<file path="src/rtl/dda_pkg.sv">
// ----------------------------------------------------------------------------
// dda_pkg: shared types and constants of the line rasteriser
// Default coordinate width, register codes, clip register widths and reset values, sequencer states.
// ----------------------------------------------------------------------------
`default_nettype none

package dda_pkg;

  // default coordinate width of the grid
  localparam int unsigned COORD_BITS_DEF = 6;

  // clip registers
  localparam int unsigned CLIP_BITS = 6;
  localparam logic [CLIP_BITS-1:0] CLIP_X_RESET = 6'd32;
  localparam logic [CLIP_BITS-1:0] CLIP_Y_RESET = 6'd24;

  // configuration register indexes
  localparam int unsigned CFG_IDX_BITS = 2;
  localparam logic [CFG_IDX_BITS-1:0] REG_CLIP_X = 2'd0;
  localparam logic [CFG_IDX_BITS-1:0] REG_CLIP_Y = 2'd1;

  // sequencer states, one-hot
  typedef enum logic [2:0] {
    ST_IDLE  = 3'b001,
    ST_SETUP = 3'b010,
    ST_RUN   = 3'b100
  } state_t;

endpackage

`default_nettype wire

</file>
<file path="src/rtl/dda_line_rasterizer.sv">
// ----------------------------------------------------------------------------
// dda_line_rasterizer: exact DDA line stepping with clip flag
// Walks a segment from its first endpoint towards (not including) its second,
// one point per step, with quotient/remainder accumulators per axis.
// ----------------------------------------------------------------------------
//  channel  direction  handshake              payload
//  in       input      in_valid / in_ready    in_start_x/y, in_end_x/y
//  out      output     out_valid / out_ready  out_point_x/y, out_visible, out_last
//  cfg      input      cfg_valid / cfg_ready  cfg_index, cfg_data
//
//  A segment passes through the accept beat, a setup state that
//  forms steps = max(|dx|,|dy|), then one step of the accumulator unit per
//  point. A zero-length segment goes from setup back to idle, emitting nothing.
//  The accumulator unit advances only when the output register is free or
//  being taken, so a stall on out holds the walk. in_ready is high only idle.
//  Reset: clip_x = 32, clip_y = 24, sequencer idle, output register empty.
// ----------------------------------------------------------------------------
`default_nettype none

module dda_line_rasterizer #(
  parameter int unsigned COORD_BITS = dda_pkg::COORD_BITS_DEF
) (
  input  wire                                    clk,
  input  wire                                    rst_n,
  // segment beats
  input  wire                                    in_valid,
  output logic                                   in_ready,
  input  wire signed [COORD_BITS-1:0]            in_start_x,
  input  wire signed [COORD_BITS-1:0]            in_start_y,
  input  wire signed [COORD_BITS-1:0]            in_end_x,
  input  wire signed [COORD_BITS-1:0]            in_end_y,
  // point beats
  output logic                                   out_valid,
  input  wire                                    out_ready,
  output logic signed [COORD_BITS-1:0]           out_point_x,
  output logic signed [COORD_BITS-1:0]           out_point_y,
  output logic                                   out_visible,
  output logic                                   out_last,
  // register writes
  input  wire                                    cfg_valid,
  output logic                                   cfg_ready,
  input  wire [dda_pkg::CFG_IDX_BITS-1:0]        cfg_index,
  input  wire [dda_pkg::CLIP_BITS-1:0]           cfg_data
);

  import dda_pkg::*;

  localparam int unsigned CMP_W = (COORD_BITS > CLIP_BITS) ? COORD_BITS : CLIP_BITS;

  // one accumulator step: value q + r/n advanced by d/n, |d| <= n
  function automatic logic [2*COORD_BITS-1:0] acc_step(
    input logic signed [COORD_BITS-1:0] q,
    input logic        [COORD_BITS-1:0] r,
    input logic signed [COORD_BITS:0]   d,
    input logic        [COORD_BITS-1:0] n
  );
    logic signed [COORD_BITS+1:0] sum;
    logic signed [COORD_BITS+1:0] n_ext;
    logic signed [COORD_BITS+1:0] r_n;
    logic signed [COORD_BITS-1:0] q_n;
    n_ext = $signed({2'b00, n});
    sum   = $signed({2'b00, r}) + $signed({d[COORD_BITS], d});
    q_n   = q;
    r_n   = sum;
    if (sum >= n_ext) begin
      r_n = sum - n_ext;
      q_n = q + COORD_BITS'(1);
    end else if (sum < 0) begin
      r_n = sum + n_ext;
      q_n = q - COORD_BITS'(1);
    end
    return {q_n, r_n[COORD_BITS-1:0]};
  endfunction

  // q + r/n truncated toward zero
  function automatic logic signed [COORD_BITS-1:0] trunc_val(
    input logic signed [COORD_BITS-1:0] q,
    input logic        [COORD_BITS-1:0] r
  );
    return (q[COORD_BITS-1] && (r != '0)) ? q + COORD_BITS'(1) : q;
  endfunction

  // magnitude, the most negative code reads as 2^(COORD_BITS-1)
  function automatic logic [COORD_BITS-1:0] mag(input logic signed [COORD_BITS-1:0] v);
    return v[COORD_BITS-1] ? (~v + COORD_BITS'(1)) : v;
  endfunction

  // delta magnitude, fits in COORD_BITS
  function automatic logic [COORD_BITS-1:0] dmag(input logic signed [COORD_BITS:0] v);
    logic [COORD_BITS:0] a;
    a = v[COORD_BITS] ? (~v + (COORD_BITS+1)'(1)) : v;
    return a[COORD_BITS-1:0];
  endfunction

  state_t state_r, state_nxt;

  logic [CLIP_BITS-1:0]          clip_x_r, clip_y_r;
  logic signed [COORD_BITS:0]    dx_r, dy_r;
  logic [COORD_BITS-1:0]         steps_r, steps_nxt;
  logic [COORD_BITS-1:0]         idx_r;
  logic signed [COORD_BITS-1:0]  qx_r, qy_r;
  logic [COORD_BITS-1:0]         rx_r, ry_r;

  logic                          out_valid_r, out_valid_nxt;
  logic signed [COORD_BITS-1:0]  out_x_r, out_y_r;
  logic                          out_vis_r, out_last_r;

  logic                          in_beat;
  logic                          gen;
  logic                          is_last;
  logic signed [COORD_BITS-1:0]  px, py;
  logic                          vis;
  logic [2*COORD_BITS-1:0]       step_x, step_y;
  logic [COORD_BITS-1:0]         adx, ady;

  assign in_ready  = (state_r == ST_IDLE);
  assign cfg_ready = 1'b1;
  assign in_beat   = in_valid && in_ready;

  assign out_valid   = out_valid_r;
  assign out_point_x = out_x_r;
  assign out_point_y = out_y_r;
  assign out_visible = out_vis_r;
  assign out_last    = out_last_r;

  // setup: step count from the deltas
  assign adx       = dmag(dx_r);
  assign ady       = dmag(dy_r);
  assign steps_nxt = (adx > ady) ? adx : ady;

  // point generation and the per-axis accumulator steps
  assign gen     = (state_r == ST_RUN) && (!out_valid_r || out_ready);
  assign is_last = (idx_r == steps_r - COORD_BITS'(1));
  assign px      = trunc_val(qx_r, rx_r);
  assign py      = trunc_val(qy_r, ry_r);
  assign vis     = (CMP_W'(mag(px)) < CMP_W'(clip_x_r)) &&
                   (CMP_W'(mag(py)) < CMP_W'(clip_y_r));
  assign step_x  = acc_step(qx_r, rx_r, dx_r, steps_r);
  assign step_y  = acc_step(qy_r, ry_r, dy_r, steps_r);

  // sequencer
  always_comb begin
    state_nxt = state_r;
    unique case (state_r)
      ST_IDLE:  if (in_beat) state_nxt = ST_SETUP;
      ST_SETUP: state_nxt = (steps_nxt == '0) ? ST_IDLE : ST_RUN;
      ST_RUN:   if (gen && is_last) state_nxt = ST_IDLE;
      default:  state_nxt = ST_IDLE;
    endcase
  end

  // output register occupancy
  always_comb begin
    out_valid_nxt = out_valid_r;
    if (gen) begin
      out_valid_nxt = 1'b1;
    end else if (out_ready) begin
      out_valid_nxt = 1'b0;
    end
  end

  // control state
  always_ff @(posedge clk) begin
    if (!rst_n) begin
      state_r     <= ST_IDLE;
      out_valid_r <= 1'b0;
      clip_x_r    <= CLIP_X_RESET;
      clip_y_r    <= CLIP_Y_RESET;
    end else begin
      state_r     <= state_nxt;
      out_valid_r <= out_valid_nxt;
      if (cfg_valid && cfg_ready) begin
        if (cfg_index == REG_CLIP_X) begin
          clip_x_r <= cfg_data;
        end else if (cfg_index == REG_CLIP_Y) begin
          clip_y_r <= cfg_data;
        end
      end
    end
  end

  // accumulators and walk counter
  always_ff @(posedge clk) begin
    if (in_beat) begin
      dx_r <= $signed({in_end_x[COORD_BITS-1], in_end_x}) -
              $signed({in_start_x[COORD_BITS-1], in_start_x});
      dy_r <= $signed({in_end_y[COORD_BITS-1], in_end_y}) -
              $signed({in_start_y[COORD_BITS-1], in_start_y});
      qx_r <= in_start_x;
      qy_r <= in_start_y;
      rx_r <= '0;
      ry_r <= '0;
    end else if (gen) begin
      qx_r <= step_x[2*COORD_BITS-1:COORD_BITS];
      rx_r <= step_x[COORD_BITS-1:0];
      qy_r <= step_y[2*COORD_BITS-1:COORD_BITS];
      ry_r <= step_y[COORD_BITS-1:0];
    end
    if (state_r == ST_SETUP) begin
      steps_r <= steps_nxt;
      idx_r   <= '0;
    end else if (gen) begin
      idx_r <= idx_r + COORD_BITS'(1);
    end
  end

  // output payload
  always_ff @(posedge clk) begin
    if (gen) begin
      out_x_r    <= px;
      out_y_r    <= py;
      out_vis_r  <= vis;
      out_last_r <= is_last;
    end
  end

  // remainders stay below the step count while walking
  a_rem_bound: assert property (@(posedge clk) disable iff (!rst_n)
    (state_r == ST_RUN) |-> ((rx_r < steps_r) && (ry_r < steps_r)))
    else $error("accumulator remainder out of range");

  // a walk never starts with zero steps nor runs past its count
  a_idx_bound: assert property (@(posedge clk) disable iff (!rst_n)
    (state_r == ST_RUN) |-> ((steps_r != '0) && (idx_r < steps_r)))
    else $error("walk counter out of range");

  // generating the final point returns the sequencer to idle
  a_last_idle: assert property (@(posedge clk) disable iff (!rst_n)
    (gen && is_last) |=> (state_r == ST_IDLE))
    else $error("sequencer did not return to idle after last point");

endmodule

`default_nettype wire

</file>
<file path="config.mk">
export PLATFORM = sky130hd
export DESIGN_NAME = dda_line_rasterizer
export DESIGN_NICKNAME = d
export VERILOG_FILES = /design/src/rtl/dda_pkg.sv /design/src/rtl/dda_line_rasterizer.sv
export SDC_FILE = /design/constraint.sdc
export NUM_CORES = 1
export LEC_CHECK = 0
export BUFFER_PORTS_ARGS = -buffer_cell sky130_fd_sc_hd__buf_2
export CELL_PAD_IN_SITES_DETAIL_PLACEMENT = 2
export CELL_PAD_IN_SITES_GLOBAL_PLACEMENT = 2
export CORE_MARGIN = 2
export CORE_UTILIZATION = 41
export CTS_CLUSTER_DIAMETER = 80
export CTS_CLUSTER_SIZE = 16
export DETAILED_ROUTE_END_ITERATION = 16
export GPL_ROUTABILITY_DRIVEN = 0
export PLACE_DENSITY_LB_ADDON = 0.1
export SYNTH_ARGS = -nofsm -noshare
export SYNTH_HDL_FRONTEND = slang
export SYNTH_SLANG_ARGS = --single-unit
export TNS_END_PERCENT = 30
</file>
<file path="constraint.sdc">
create_clock -name clk -period 7 [get_ports clk]
set_input_delay 0.35 -clock clk [delete_from_list [all_inputs] [get_ports clk]]
set_output_delay 0.35 -clock clk [all_outputs]
set_load 0.02 [all_outputs]
</file>
# Yosys cells after proc, flatten, opt, wreduce, memory -nomap -nowiden
# Index checks and enable logic that the tools add are counted.
word_totals:
  inputBits: 37
  reg_bits: 80
  elab_cells: 99
  output_inout_bits: 17
classes:
  add_sub_neg: 18
  bitwise: 5
  magnitude_cmp: 7
  n_mux: 25
  eq_ne: 7
  reduce_logical: 21
ops:
  columns: ["operator", "count"]
  rows:
  - ["6-bit 2-to-1 mux", 19]
  - ["6-bit by 2-bit adder with 6-bit output (second input constant)", 6]
  - ["6-bit inverter", 4]
  - ["7-bit by 7-bit adder with 8-bit output", 2]
  - ["8-bit by 7-bit >= comparator with 1-bit output", 2]
  - ["8-bit by 1-bit < comparator with 1-bit output (second input constant)", 2]
  - ["6-bit by 6-bit subtractor with 7-bit output", 2]
  - ["6-bit adder", 2]
  - ["6-bit < comparator", 2]
  - ["6-bit nonzero test", 2]
  - ["6-bit by 2-bit subtractor with 6-bit output (second input constant)", 2]
  - ["6-bit subtractor", 2]
  - ["3-bit 2-to-1 mux", 3]
  - ["3-bit one-hot mux with 3 select lines", 1]
  - ["2-bit AND reduction", 4]
  - ["6-bit by 1-bit adder with 6-bit output (second input constant)", 1]
  - ["6-bit equality test", 1]
  - ["6-bit greater-than comparator", 1]
  - ["1-bit logical AND", 6]
  - ["6-bit zero test", 1]
  - ["3-bit nonzero test", 2]
  - ["6-bit by 1-bit subtractor with 6-bit output (second input constant)", 1]
  - ["2-bit by 1-bit != test with 1-bit output (second input constant)", 2]
  - ["2-bit nonzero test", 2]
  - ["10 further kinds", 11]

# Longest topological paths before layout
# Gate-level depths: netlist of run 1.
logic_depth:
  ltp_word: 8
  depth_mapped: 15

# Worst setup path after synthesis of run 1
# Ideal clock, no wire load.
synth_path:
  path_type: "register to register"
  startpoint: "reg dx_r[1]"
  endpoint: "reg qx_r[0], enable pin"
  stages_incl_launch_ff: 13
  t_required_ns: 6.623
  n_path_buf: 1
  arrival_ns: 2.958
  setup_slack_ns: 3.665
  path_cell_list: "edfxtp_1 -> ha_1 -> a21o_1 -> a211oi_1 -> nor2_1 -> ha_1 -> clkbuf_1 -> nand4b_1 -> a31oi_1 -> o21ai_1 -> nand3_1 -> nor2_1 -> o21ai_0"
synth_between:
  elab_chain_len: 4
  elab_cells_between_ends: 5
synth_rtl:
  columns: ["item", "line_no", "rtl"]
  rows:
  - ["start: declaration", "dda_line_rasterizer.sv:98", "logic signed [COORD_BITS:0] dx_r, dy_r;"]
  - ["start signal: assignment", "dda_line_rasterizer.sv:185", "dx_r <= $signed({in_end_x[COORD_BITS-1], in_end_x}) -"]
  - ["7-bit by 7-bit adder with 8-bit output (*)", "dda_line_rasterizer.sv:62", "sum = $signed({2'b00, r}) + $signed({d[COORD_BITS], d});"]
  - ["8-bit by 7-bit >= comparator with 1-bit output or 8-bit by 1-bit < comparator with 1-bit output (tied branches)", "dda_line_rasterizer.sv:65, dda_line_rasterizer.sv:68", null]
  - ["3-bit nonzero test (no source line) (*)", null, null]
  - ["2-bit AND reduction (no source line) (*)", null, null]
  - ["end signal: assignment", "dda_line_rasterizer.sv:189", "qx_r <= in_start_x;"]
  - ["end signal: assignment", "dda_line_rasterizer.sv:194", "qx_r <= step_x[2*COORD_BITS-1:COORD_BITS];"]
  - ["end: declaration", "dda_line_rasterizer.sv:101", "logic signed [COORD_BITS-1:0] qx_r, qy_r;"]
# Mark *: on every way between the ends. The rest lies on a longest branch, timed or not.
# A chain may end at the register's enable or synchronous reset.

# Final worst setup path of run 1
layout_path:
  startpoint: "reg dx_r[2]"
  endpoint: "reg qx_r[1], enable pin"
# Same word-level chain as after synthesis.

==> results.txt, run 1 <==
- The run finished with clean final reports.
- The tool flagged a number of max-cap violations equal to 0.
- For met2 alone, demand over resource in global routing was 0.475.
* Hold Buf Count CTS: 0
- VDD sags by at most 0.135 mV.
- The library cell used most frequently in the layout, excluding fill and tap cells, is sky130_fd_sc_hd__inv_1.
- Number of antenna-violating nets in the routed design: 0
- The via count of the first global-routing pass came to 6129.
- For this run, asynchronously set or reset flops after synthesis account for 0.
- Overflow left after global routing: 0
- In the finished design, the share of the clock period the worst path needs comes to 0.572.
- Worst Path Max Fanout: 8
- The clock net in this run drives a total of 80 sinks.
- The routed design has 20100 um of wire.
* Met3 Resource Use GR: 0.0334
- Synthesis produced a netlist with a net count of 830.
- Across the routed clock network, the largest skew measured is 0.00985 ns.
- Final number of hold-violating endpoints: 0
- In this run the mean area of a mapped cell was 8.99 um2.
* Share of final-layout standard cells stronger than drive strength 1: 0.107
- Yosys mapped a number of flops with a built-in enable equal to 46.
- Setup violations, final: 0
* Relative area change from synthesis to final layout: 12.7%
- Drt via density: 5.53
* Synthesized-area fraction occupied by ao, oa, aoi and oai cells: 0.171
- Unrepaired setup endpoints after global routing: false
- At the pin with the least slew margin, the transition time is 0.984 ns.
- The top cell types in the final layout, fill and taps aside, are sky130_fd_sc_hd__inv_1 (77), sky130_fd_sc_hd__ha_1 (72), sky130_fd_sc_hd__nand2_1 (53), sky130_fd_sc_hd__nor2_1 (53), sky130_fd_sc_hd__buf_2 (53).
- Height of the die: 129 um
* Std-Cell Core Area: 15300 um2
- In the routed design, unresolved DRC markers number 0.
- TritonCTS clock tree: built
* Hold crit path type: primary input to register
- The H-tree was split into 3 levels.
- By area, the combinational part of the netlist is dominated by compound AO/OA/AOI/OAI gates.
- IO Pins: 54
- Post-route minimum period: 4.00 ns
* Overall fraction of global-route tracks in use: 0.254
- STA puts the critical path data required time at 6.97 ns.
- Share of cell area taken by muxes after synthesis: 0.0408
- The most used flip-flop cell after synthesis is sky130_fd_sc_hd__edfxtp_1.
- First-pass GRT wire length: 32500 um
- Largest net degree at the start of global routing: 33
* DR iter-0 viols: 180
* Final nets: 880
- 0 antenna diodes ended up in the layout.
* Port Buffer Count: 52
* Clk_lat worst skew: 0.35 ns
- Synthesis Warnings: 0
- For this run, the register share of the synthesized area comes to 0.322.
- Startpoint Class: register
* Post-CTS clock slew at the launch and capture registers of the worst setup and hold paths: 0.07 ns
- The critical path is of the register to register type.
* Peak-usage layer in the global routing report: met2
- Number of placement rows: 45
- Root Buffer Master: sky130_fd_sc_hd__clkbuf_16
- Cts bufs inserted: 9
* Number of antenna violations at the first check in global routing: 0
- Max Clk Rate: 250 MHz
* Worst endpoint data arrival time: 3.97 ns
- Detailed-route via count: 5411
- Hold_ws: 0.265 ns
- Gate Count Post-Synth: 713
- Endpoint kind of the worst setup timing path: register
- After synthesis the netlist holds a flip-flop and latch count of 80.
- Synthesized-area fraction occupied by adder cells: 0.166
- Max-slew headroom: 0.337
* Buffers inserted during post-CTS setup optimization: 0
- In this run the deepest clock path goes through 2 buffers.
- Fill cell instance count of the final layout: 1671
- X dimension of the die: 129 um
- The initial utilization of the core area, before any placement, comes to 0.420.
- Power comes to 1.69 mW.
- Grt met1 use: 0.302
- Power spread over the standard cell area amounts to 235 nW/um2.
- Synthesized cell area: 6410 um2
- For this run, the detailed router's first-pass iteration total came to 5.
* HPWL after detailed placement: 15100 um
- Basic-gate share of the synthesized area counting and, or, nand and nor cells: 0.142
- The final number of max-transition violations came to 0.
- Number of distinct library cell variants in the gate-level netlist after synthesis: 61
- Of the total synthesized cell area, the portion taken by XOR and XNOR cells is 0.102.
* Die area: 16700 um2
- WL per Instance: 20.5 um
* P_leak: 3.32 nW
- Adding up every negative setup slack in the final design gives 0 ns.
- Share of the core filled with cells in the final layout: 0.474
- Once the clock tree was built, the resizer swapped 0 gates to a different size.
[area by class of cell]
cell class              instances  area [um2]  area share
clock buffers                  11         253      0.0350
flip-flops and latches         80        2060       0.285
inverters                      78         293      0.0405
clock inverters                 5        78.8      0.0109
multi-input cells             538        3990       0.552
repair buffers                 56         288      0.0398
well taps                     211         264      0.0365
[synthesized netlist by cell type (all sizes together) (2+ instances only)]
library cell	n	area (um2)
o211a	3	30.0
nor3	4	20.0
and3	9	56.3
a21o	20	150
nor4b	2	17.5
a31oi	11	75.1
nor2b	21	131
o21ai	44	220
edfxtp	46	1380
xor2	42	375
o21bai	2	15.0
nand3	8	40.0
nand3b	2	15.0
dfxtp	34	681
nor3b	4	30.0
nor4	3	18.8
o21a	6	45.0
a21boi	3	33.8
o41ai	2	17.5
a22oi	3	22.5
o311ai	2	17.5
clkbuf	16	60.1
inv	78	293
and2	3	18.8
nand2b	11	68.8
nor2	53	199
xnor2	32	280
a211oi	6	45.0
nand2	53	199
nand4	5	31.3
o211ai	7	52.6
a21oi	50	250
o31ai	5	51.3
fa	8	160
or3	2	17.5
mux2i	25	250
ha	72	901
or2	2	12.5
[registers in the layout (all words and copies together), names as in the netlist]
signal	cells
out_visible	1
out_point_x	6
out_point_y	6
clip_x_r	6
rx_r	6
steps_r	6
state_r	3
dy_r	7
dx_r	7
qy_r	6
out_valid	1
ry_r	6
clip_y_r	6
out_last	1
idx_r	6
qx_r	6
[worst max-delay path: stages (launching register included)]
cell and delay, ns:
sky130_fd_sc_hd__edfxtp_1 0.51, sky130_fd_sc_hd__ha_1 0.42, sky130_fd_sc_hd__o21ai_0 0.34, sky130_fd_sc_hd__nor2_1 0.10
sky130_fd_sc_hd__nor2_1 0.26, sky130_fd_sc_hd__ha_1 0.35, sky130_fd_sc_hd__a21oi_1 0.14, sky130_fd_sc_hd__a31oi_1 0.20
sky130_fd_sc_hd__o21ai_1 0.12, sky130_fd_sc_hd__nand3_1 0.24, sky130_fd_sc_hd__nor2_1 0.13, sky130_fd_sc_hd__o21ai_0 0.80
[metal layers]
layer,up-vias,wire length [um]
met5,-,0
met4,0,405
met3,29,538
met2,79,10500
met1,2728,8600
li1,2575,-
[stage by stage]
step | setup slack (ns) | std cells | area (um2)
floorplan | 3.66 | 713 | 6410
global placement | 3.28 | 962 | 6890
detailed placement | 2.98 | 962 | 6890
CTS | 3.00 | 978 | 7220
global route | 2.60 | 979 | 7230
finish | 3.00 | 979 | 7230
[logic make-up after synthesis]
| family | count (synthesis) |
|---|---|
| AND/OR/NAND/NOR | 186 |
| AO/OA/AOI/OAI | 171 |
| buffers and inverters | 95 |
| adder cells (fa/ha/maj) | 80 |
| flip-flops | 80 |
| XOR/XNOR | 74 |
| multiplexers | 26 |
| other | 1 |
[power breakdown]
part / switching, mW / internal [mW] / total [mW]
sequential: 0.0446 / 0.547 / 0.592
clock: 0.206 / 0.331 / 0.537
combinational: 0.338 / 0.229 / 0.566
total: 0.588 / 1.11 / 1.69
[path summary, 6_finish.rpt]
path,start,slack (ns),to,cells after the start
max,dx_r[2]$_DFFE_PP_,3.00,qx_r[1]$_DFFE_PP_,11
min,cfg_data[5],0.27,clip_x_r[5]$_SDFFE_PN1P_,3
max reg2reg,dx_r[2]$_DFFE_PP_,3.00,qx_r[1]$_DFFE_PP_,11
min reg2reg,clip_x_r[5]$_SDFFE_PN1P_,0.51,clip_x_r[5]$_SDFFE_PN1P_,2
Note: power is estimated with default switching activity, not from simulation.
==> inputs of run 2 (changes only) <==
--- a/config.mk
+++ b/config.mk
@@ -9,7 +9,7 @@
 export CELL_PAD_IN_SITES_DETAIL_PLACEMENT = 2
 export CELL_PAD_IN_SITES_GLOBAL_PLACEMENT = 2
 export CORE_MARGIN = 2
-export CORE_UTILIZATION = 41
+export CORE_UTILIZATION = 38
 export CTS_CLUSTER_DIAMETER = 80
 export CTS_CLUSTER_SIZE = 16
 export DETAILED_ROUTE_END_ITERATION = 16
==> constraint.sdc (replaced) <==
create_clock -name clk -period 4.18 [get_ports clk]
set_input_delay 0.209 -clock clk [delete_from_list [all_inputs] [get_ports clk]]
set_output_delay 0.209 -clock clk [all_outputs]
set_load 0.02 [all_outputs]
==> run 2 against run 1 <==
  * Die area up 7.6%
  * Worst hold slack worse by 0.16 ns
  * Utilization down 3.4 points
  * Design area up 0.42%
  * Sequential cell count unchanged
  * Highest routed layer unchanged
  * Count of clock-buffer cells in the layout unchanged
  * Via count down 2.6%
  * Critical path type unchanged
  * Final cell count up 1.0%
==> results.txt, run 2 (synthesis gave the netlist of run 1 again) <==
- Final antenna diode count: 0 (unchanged)
* Buffers inserted during post-CTS setup optimization: 0 (unchanged)
- The arrival time reported for the critical path endpoint came to 3.70 ns (-0.27 ns).
- The count of port buffers added during placement was 52 (unchanged).
- The final setup violation count came to 0 (unchanged).
- The mean routed wirelength per cell was 19.2 um (-6.5%).
- Hold crit path type: primary input to register
- Max VDD drop: 0.230 mV (+71%)
- Max-slew headroom: 0.192 (-0.145)
- Leaving out fill and tap cells, the most frequent cell in the layout is sky130_fd_sc_hd__inv_1.
- H-tree level count: 3 (unchanged)
- HPWL after detailed placement: 15000 um (-0.94%)
- X dimension of the die: 134 um (+3.8%)
- # resized after CTS: 0 (unchanged)
- The number of clock buffers inserted by TritonCTS came to 9 (unchanged).
* Share of final-layout standard cells stronger than drive strength 1: 0.107 (-0.000139)
- Std-Cell Core Area: 16500 um2 (+8.3%)
- Registers with the most flip-flops: dx_r: 7 flops, dy_r: 7 flops
- Relative area change from synthesis to final layout: 13.2%
- The total design power is 2.84 mW (+67%).
* Drt via density: 5.33 (-3.6%)
- The DRC violation count after routing was 0 (unchanged).
* Pin slew with the least headroom to its limit: 1.21 ns (+0.226 ns)
- The clock-pin slew on the worst setup and hold paths came to 0.07 ns (about the same).
- The final number of max-transition violations came to 0 (unchanged).
- Startpoint Class: register
- The total number of placement rows was 47 (+4.4%).
- The final clock skew came to 0.00693 ns (-0.00292 ns).
- TritonCTS clock tree: built
* Final nets: 881 (+0.11%)
- Outcome: finished, final reports clean
* Overall fraction of global-route tracks in use: 0.222 (-0.0317)
* Fill cell instance count of the final layout: 1808 (+8.2%)
- Die area: 17900 um2 (+7.6%)
- Max Clk Rate: 269 MHz (+7.5%)
* Detailed-route via count: 5272 (-2.6%)
- The final total negative setup slack came to 0 ns (unchanged).
- The final cycle utilization of the critical path was 0.890 (+0.319).
- The largest fanout on the critical path was 6 (-2).
- Root Buffer Master: sky130_fd_sc_hd__clkbuf_16
- Grt met1 use: 0.259 (-0.0432)
- The top-level I/O count was 54 (unchanged).
- Overflow left after global routing: 0 (unchanged)
- The effective utilization at floorplan was 0.388 (-0.0322).
* Vias in the first global route: 5948 (-3.0%)
- Highest-count cells in the layout ignoring fill and taps: sky130_fd_sc_hd__inv_1 (77), sky130_fd_sc_hd__ha_1 (72), sky130_fd_sc_hd__nand2_1 (53), sky130_fd_sc_hd__nor2_1 (53), sky130_fd_sc_hd__buf_2 (52)
* Number of antenna violations at the first check in global routing: 0 (unchanged)
- Setup repair after global routing left no endpoint under its margin.
* Pwr/cell area: 391 nW/um2 (+67%)
* Peak-usage layer in the global routing report: met2
* Largest net degree at the start of global routing: 33 (unchanged)
- Post-route minimum period: 3.72 ns (-0.280 ns)
* First-pass GRT wire length: 31300 um (-3.6%)
- Worst setup path class: register to register
* P_leak: 3.34 nW (+0.38%)
* Endpoint kind of the worst setup timing path: register
- The required arrival time at the worst endpoint is 4.16 ns (-2.81 ns).
- The y dimension of the die is 134 um (+3.8%).
* First-pass iteration count of the detailed router: 4 (-1)
* Clk_lat worst skew: 0.35 ns (about the same)
* Number of antenna-violating nets in the routed design: 0 (unchanged)
- The met2 usage in global routing was 0.413 (-0.0622).
- The number of failing hold endpoints at the final stage came to 0 (unchanged).
* Total length of routed wires: 19000 um (-5.5%)
- Clk sinks: 80 (unchanged)
- The buffer levels on the longest clock path is 2 (unchanged).
* Met3 Resource Use GR: 0.0382 (+0.00473)
- The violation count after the first detailed-routing iteration was 134 (-26%).
- Max-cap check violation count: 0 (unchanged)
- Hold Buf Count CTS: 0 (unchanged)
run 2: changes by cell type in the layout (fill, tap and decap cells not counted):
cell,change
sky130_fd_sc_hd__clkinv_4,+2
sky130_fd_sc_hd__buf_4,+2
sky130_fd_sc_hd__clkbuf_8,-2
sky130_fd_sc_hd__buf_2,-1
sky130_fd_sc_hd__bufinv_16,+1
sky130_fd_sc_hd__clkbuf_1,+2
sky130_fd_sc_hd__clkinvlp_4,-2
sky130_fd_sc_hd__clkinv_1,-1
run 2: layer usage:
metal / wire (um) / part of all wire
met1: 8180 / 0.43
met3: 475 / 0.025
met4: 375 / 0.020
met5: 0 / 0
met2: 9940 / 0.52
run 2: report_power, final:
| part | switching (mW) | internal, mW |
|---|---|---|
| combinational | 0.534 | 0.383 |
| sequential | 0.0716 | 0.916 |
| clock | 0.343 | 0.587 |
| total | 0.949 | 1.89 |
run 2: through the flow:
step           setup WS [ns]  instances  hold slack, ns  area, um2   util
6_report               0.459        989           0.107       7260  0.439
5_1_grt                0.195        989           0.115       7260  0.439
4_1_cts                0.458        989           0.100       7260  0.439
3_5_place_dp           0.454        973           0.471       6920  0.418
3_3_place_gp           0.630        973           0.469       6920  0.418
2_1_floorplan          0.845        713           0.337       6410      -
run 2: area by class of cell:
class,count,area [um2],share of cell area
repair buffers,57,298,0.0410
clock buffers,11,233,0.0321
multi-input cells,538,3990,0.550
well taps,220,275,0.0379
flip-flops and latches,80,2060,0.284
clock inverters,5,108,0.0148
inverters,78,293,0.0404
run 2: worst paths after layout:
| check | slack, ns | from | endpoint | depth (start not counted) |
|---|---|---|---|---|
| worst min-delay path | 0.11 | in_valid | state_r[1]$_SDFFE_PN0P_ | 2 |
| worst max register to register | 0.46 | dx_r[0]$_DFFE_PP_ | qx_r[2]$_DFFE_PP_ | 11 |
| worst min register to register | 0.52 | clip_x_r[5]$_SDFFE_PN1P_ | clip_x_r[5]$_SDFFE_PN1P_ | 2 |
| worst max-delay path | 0.46 | dx_r[0]$_DFFE_PP_ | qx_r[2]$_DFFE_PP_ | 11 |
run 2: worst max-delay path: stages (launching register included):
cell	delay (ns)
sky130_fd_sc_hd__edfxtp_1	0.43
sky130_fd_sc_hd__ha_1	0.26
sky130_fd_sc_hd__fa_1	0.44
sky130_fd_sc_hd__a211oi_1	0.31
sky130_fd_sc_hd__nor2_1	0.11
sky130_fd_sc_hd__nor2_1	0.24
sky130_fd_sc_hd__ha_1	0.32
sky130_fd_sc_hd__a31oi_1	0.18
sky130_fd_sc_hd__o21ai_1	0.11
sky130_fd_sc_hd__nand3_1	0.11
sky130_fd_sc_hd__nor2_1	0.09
sky130_fd_sc_hd__o21ai_0	0.75
==> inputs of run 3 (changes only) <==
--- a/config.mk
+++ b/config.mk
@@ -6,15 +6,14 @@
 export NUM_CORES = 1
 export LEC_CHECK = 0
 export BUFFER_PORTS_ARGS = -buffer_cell sky130_fd_sc_hd__buf_2
-export CELL_PAD_IN_SITES_DETAIL_PLACEMENT = 2
-export CELL_PAD_IN_SITES_GLOBAL_PLACEMENT = 2
 export CORE_MARGIN = 2
-export CORE_UTILIZATION = 38
+export CORE_UTILIZATION = 61
+export CTS_BUF_LIST = sky130_fd_sc_hd__clkbuf_16
 export CTS_CLUSTER_DIAMETER = 80
 export CTS_CLUSTER_SIZE = 16
 export DETAILED_ROUTE_END_ITERATION = 16
 export GPL_ROUTABILITY_DRIVEN = 0
-export PLACE_DENSITY_LB_ADDON = 0.1
+export PLACE_DENSITY = 0.78
 export SYNTH_ARGS = -nofsm -noshare
 export SYNTH_HDL_FRONTEND = slang
 export SYNTH_SLANG_ARGS = --single-unit
==> run 3 against run 2 <==
  * Sequential cell count unchanged
  * Fmax shrank 0.20%
  * Largest cell class unchanged
  * Sequential share of layout area up 0.46 points
  * Clock power is 3.0% lower
  * Sequential power barely moved
  * Design area is 1.6% lower
  * Count of clock-buffer cells in the layout shrank 2
  * Total power decreased by 2.7%
==> results.txt, run 3 (synthesis gave the netlist of run 1 again) <==
- The run finished with clean final reports.
- The buffer levels on the longest clock path was 2 (unchanged).
- Highest-count cells in the layout ignoring fill and taps: sky130_fd_sc_hd__inv_1 (78), sky130_fd_sc_hd__ha_1 (72), sky130_fd_sc_hd__nand2_1 (53), sky130_fd_sc_hd__nor2_1 (53), sky130_fd_sc_hd__buf_2 (52)
- Final clock period utilization by the worst path: 0.892 (+0.00177)
- The final critical-path required period is 3.73 ns (+0.00740 ns).
- The required arrival time at the worst endpoint was 4.24 ns (+0.08 ns).
- The effective utilization at floorplan came to 0.624 (+0.236).
- The startpoint identified for the worst register-to-register timing path is dx_r[0]$_DFFE_PP_.
* Multi-input gate area: 3990 um2 (unchanged)
* Overall fraction of global-route tracks in use: 0.264 (+0.0420)
- The part of the power in the clock network came to 0.327 (about the same).
- Unrepaired setup endpoints after global routing: false
- Port Buffer Count: 52 (unchanged)
- The number of search-and-repair iterations in the first detailed-routing pass was 5 (+1).
* Share of final-layout standard cells stronger than drive strength 1: 0.106 (-0.00103)
- Endpoint kind of the worst setup timing path: register
- Die area: 11300 um2 (-37%)
- Highest metal used: met4
* Registers with the most flip-flops: dx_r: 7 flops, dy_r: 7 flops
* Hold crit path type: primary input to register
- Worst setup path class: register to register
- The depth of the worst register-to-register path is 12 (+1).
- Relative to the synthesized area, the layout overhead comes to 11.4%.
* Pwr/cell area: 386 nW/um2 (-1.1%)
* Max VDD drop: 0.251 mV (+9.3%)
- The post-route antenna net violation count came to 0 (unchanged).
* Total negative slack for setup checks: 0 ns (unchanged)
* Worst endpoint data arrival time: 3.79 ns (+0.09 ns)
- Hold_ws: 0.151 ns (+0.0440 ns)
- The aggregate routed wire length came to 14600 um (-23%).
* Critical hold path startpoint: cfg_data[5]
* Fill cell instance count of the final layout: 806 (-55%)
- Largest net degree at the start of global routing: 20 (-39%)
* Routed wire length on met2: 7140 um (-28%)
* Sum of routed wire segments on met1: 6550 um (-20%)
- Internal portion of total power: 1.88 mW (-0.48%)
- Max-slew headroom: 0.229 (+0.0379)
- The final setup violation count came to 0 (unchanged).
- The achievable clock frequency came to 268 MHz (-0.20%).
- The endpoint identified for the worst register-to-register timing path is qx_r[2]$_DFFE_PP_.
* Pins over their slew limit: 0 (unchanged)
- The worst setup path is launched from a register.
* Drt via density: 5.86 (+9.9%)
- The DRC violation count after routing came to 0 (unchanged).
- Setup skew after layout: 0.00915 ns (+0.00222 ns)
- Final nets: 879 (-0.23%)
- Clk sinks: 80 (unchanged)
- Combinational share of power: 0.316 (-0.008)
- H-tree level count: 3 (unchanged)
- The number of failing hold endpoints at the final stage was 0 (unchanged).
- The top-level I/O count is 54 (unchanged).
- The sequential share of power was 0.357 (+0.009).
* Hold Buf Count CTS: 0 (unchanged)
- The slew at the pin closest to its max-slew limit came to 1.15 ns (-0.0568 ns).
* P_leak: 3.33 nW (-0.16%)
- Final antenna diode count: 0 (unchanged)
* Number of antenna violations at the first check in global routing: 0 (unchanged)
- The sum of overflow across all layers after global routing is 0 (unchanged).
- The count of maximum capacitance violations came to 0 (unchanged).
- The tree is rooted in a sky130_fd_sc_hd__clkbuf_16.
* HPWL after detailed placement: 11300 um (-25%)
* Length of routed met3 wiring: 710 um (+49%)
* Switching power share of the total: 0.320 (-0.0150)
- Start point of the critical path: dx_r[0]$_DFFE_PP_
* Post-CTS clock slew at the launch and capture registers of the worst setup and hold paths: 0.06 ns (about the same)
* Worst hold path cell count: 3 (+1)
- The number of clock buffers inserted by TritonCTS came to 9 (unchanged).
- The area taken by flip-flops and latches is 2060 um2 (unchanged).
* Std-Cell Core Area: 10300 um2 (-38%)
- The via count of the first global-routing pass was 5169 (-13%).
- Capturing element of the worst setup path: qx_r[2]$_DFFE_PP_
* Worst Path Max Fanout: 7 (+1)
- DR iter-0 viols: 296 (+120%)
- The global-route wire length before repair came to 24100 um (-23%).
- The insertion delay to the later sink of the worst-skew pair came to 0.33 ns (-0.02 ns).
* Leading cell type in the layout, fill and taps excluded: sky130_fd_sc_hd__inv_1
- Height of the die: 107 um (-20%)
* Worst R2R Setup Slack: 0.45 ns (about the same)
* TritonCTS clock tree: built
- The die span in x came to 107 um (-20%).
* Number of placement rows: 37 (-21%)
* Switching power total: 0.883 mW (-7.0%)
* Detailed-route via count: 5288 (+0.30%)
* WL per Instance: 16.2 um (-16%)
-- run 3: timing repair --
item                       CTS  global route
setup endpoints to repair    0             6
buffers inserted             0             0
gates resized for setup      0             1
-- run 3: worst min-delay path by stage --
| stage | endpoint |
|---|---|
| final | clip_x_r[5]$_SDFFE_PN1P_ |
| after global routing | clip_y_r[4]$_SDFFE_PN1P_ |
| after CTS | clip_x_r[5]$_SDFFE_PN1P_ |
| after detailed placement | clip_x_r[5]$_SDFFE_PN1P_ |
| after global placement | clip_x_r[5]$_SDFFE_PN1P_ |
| after floorplan | clip_x_r[4]$_SDFFE_PN0P_ |
-- run 3: power by group through the flow --
stage / clock network, mW / registers (mW) / logic, mW
floorplan: 0 / 0.969 / 0.689
global placement: 0 / 0.997 / 0.819
global route: 0.944 / 0.993 / 0.975
detailed placement: 0 / 1.00 / 0.850
CTS: 0.912 / 0.984 / 0.863
finish: 0.902 / 0.986 / 0.871
-- run 3: stage by stage --
step,setup WS (ns),instances,instance area [um2],power [mW],utilization
finish,0.452,903,7140,2.76,0.695
detailed placement,0.367,887,6800,1.85,0.661
global route,0.193,903,7140,2.91,0.695
floorplan,0.845,713,6410,1.66,-
CTS,0.334,903,7140,2.76,0.695
global placement,0.569,887,6800,1.82,0.661
-- run 3: per-layer routing --
layer,track usage,up-vias
met2,0.456,166
met3,0.0448,20
met4,0.0668,0
li1,-,2588
met1,0.344,2514
met5,0,-
-- run 3: worst max-delay path, stage by stage, from the launching register on --
cell and delay (ns):
sky130_fd_sc_hd__edfxtp_1 0.44, sky130_fd_sc_hd__ha_1 0.25, sky130_fd_sc_hd__fa_1 0.43, sky130_fd_sc_hd__a211oi_1 0.36, sky130_fd_sc_hd__nor2_1 0.12, sky130_fd_sc_hd__nor2_1 0.25
sky130_fd_sc_hd__ha_1 0.32, sky130_fd_sc_hd__a31oi_1 0.18, sky130_fd_sc_hd__o21ai_1 0.11, sky130_fd_sc_hd__a31oi_2 0.47, sky130_fd_sc_hd__mux2i_1 0.28, sky130_fd_sc_hd__xor2_1 0.16
sky130_fd_sc_hd__o21ai_0 0.08
-- run 3: area by class of cell --
class / instances / area share
tap: 136 / 0.0238
inverter: 78 / 0.0410
sequential: 80 / 0.289
multi-input combinational: 538 / 0.559
timing repair buffer: 55 / 0.0396
clock inverter: 7 / 0.0166
clock buffer: 9 / 0.0315
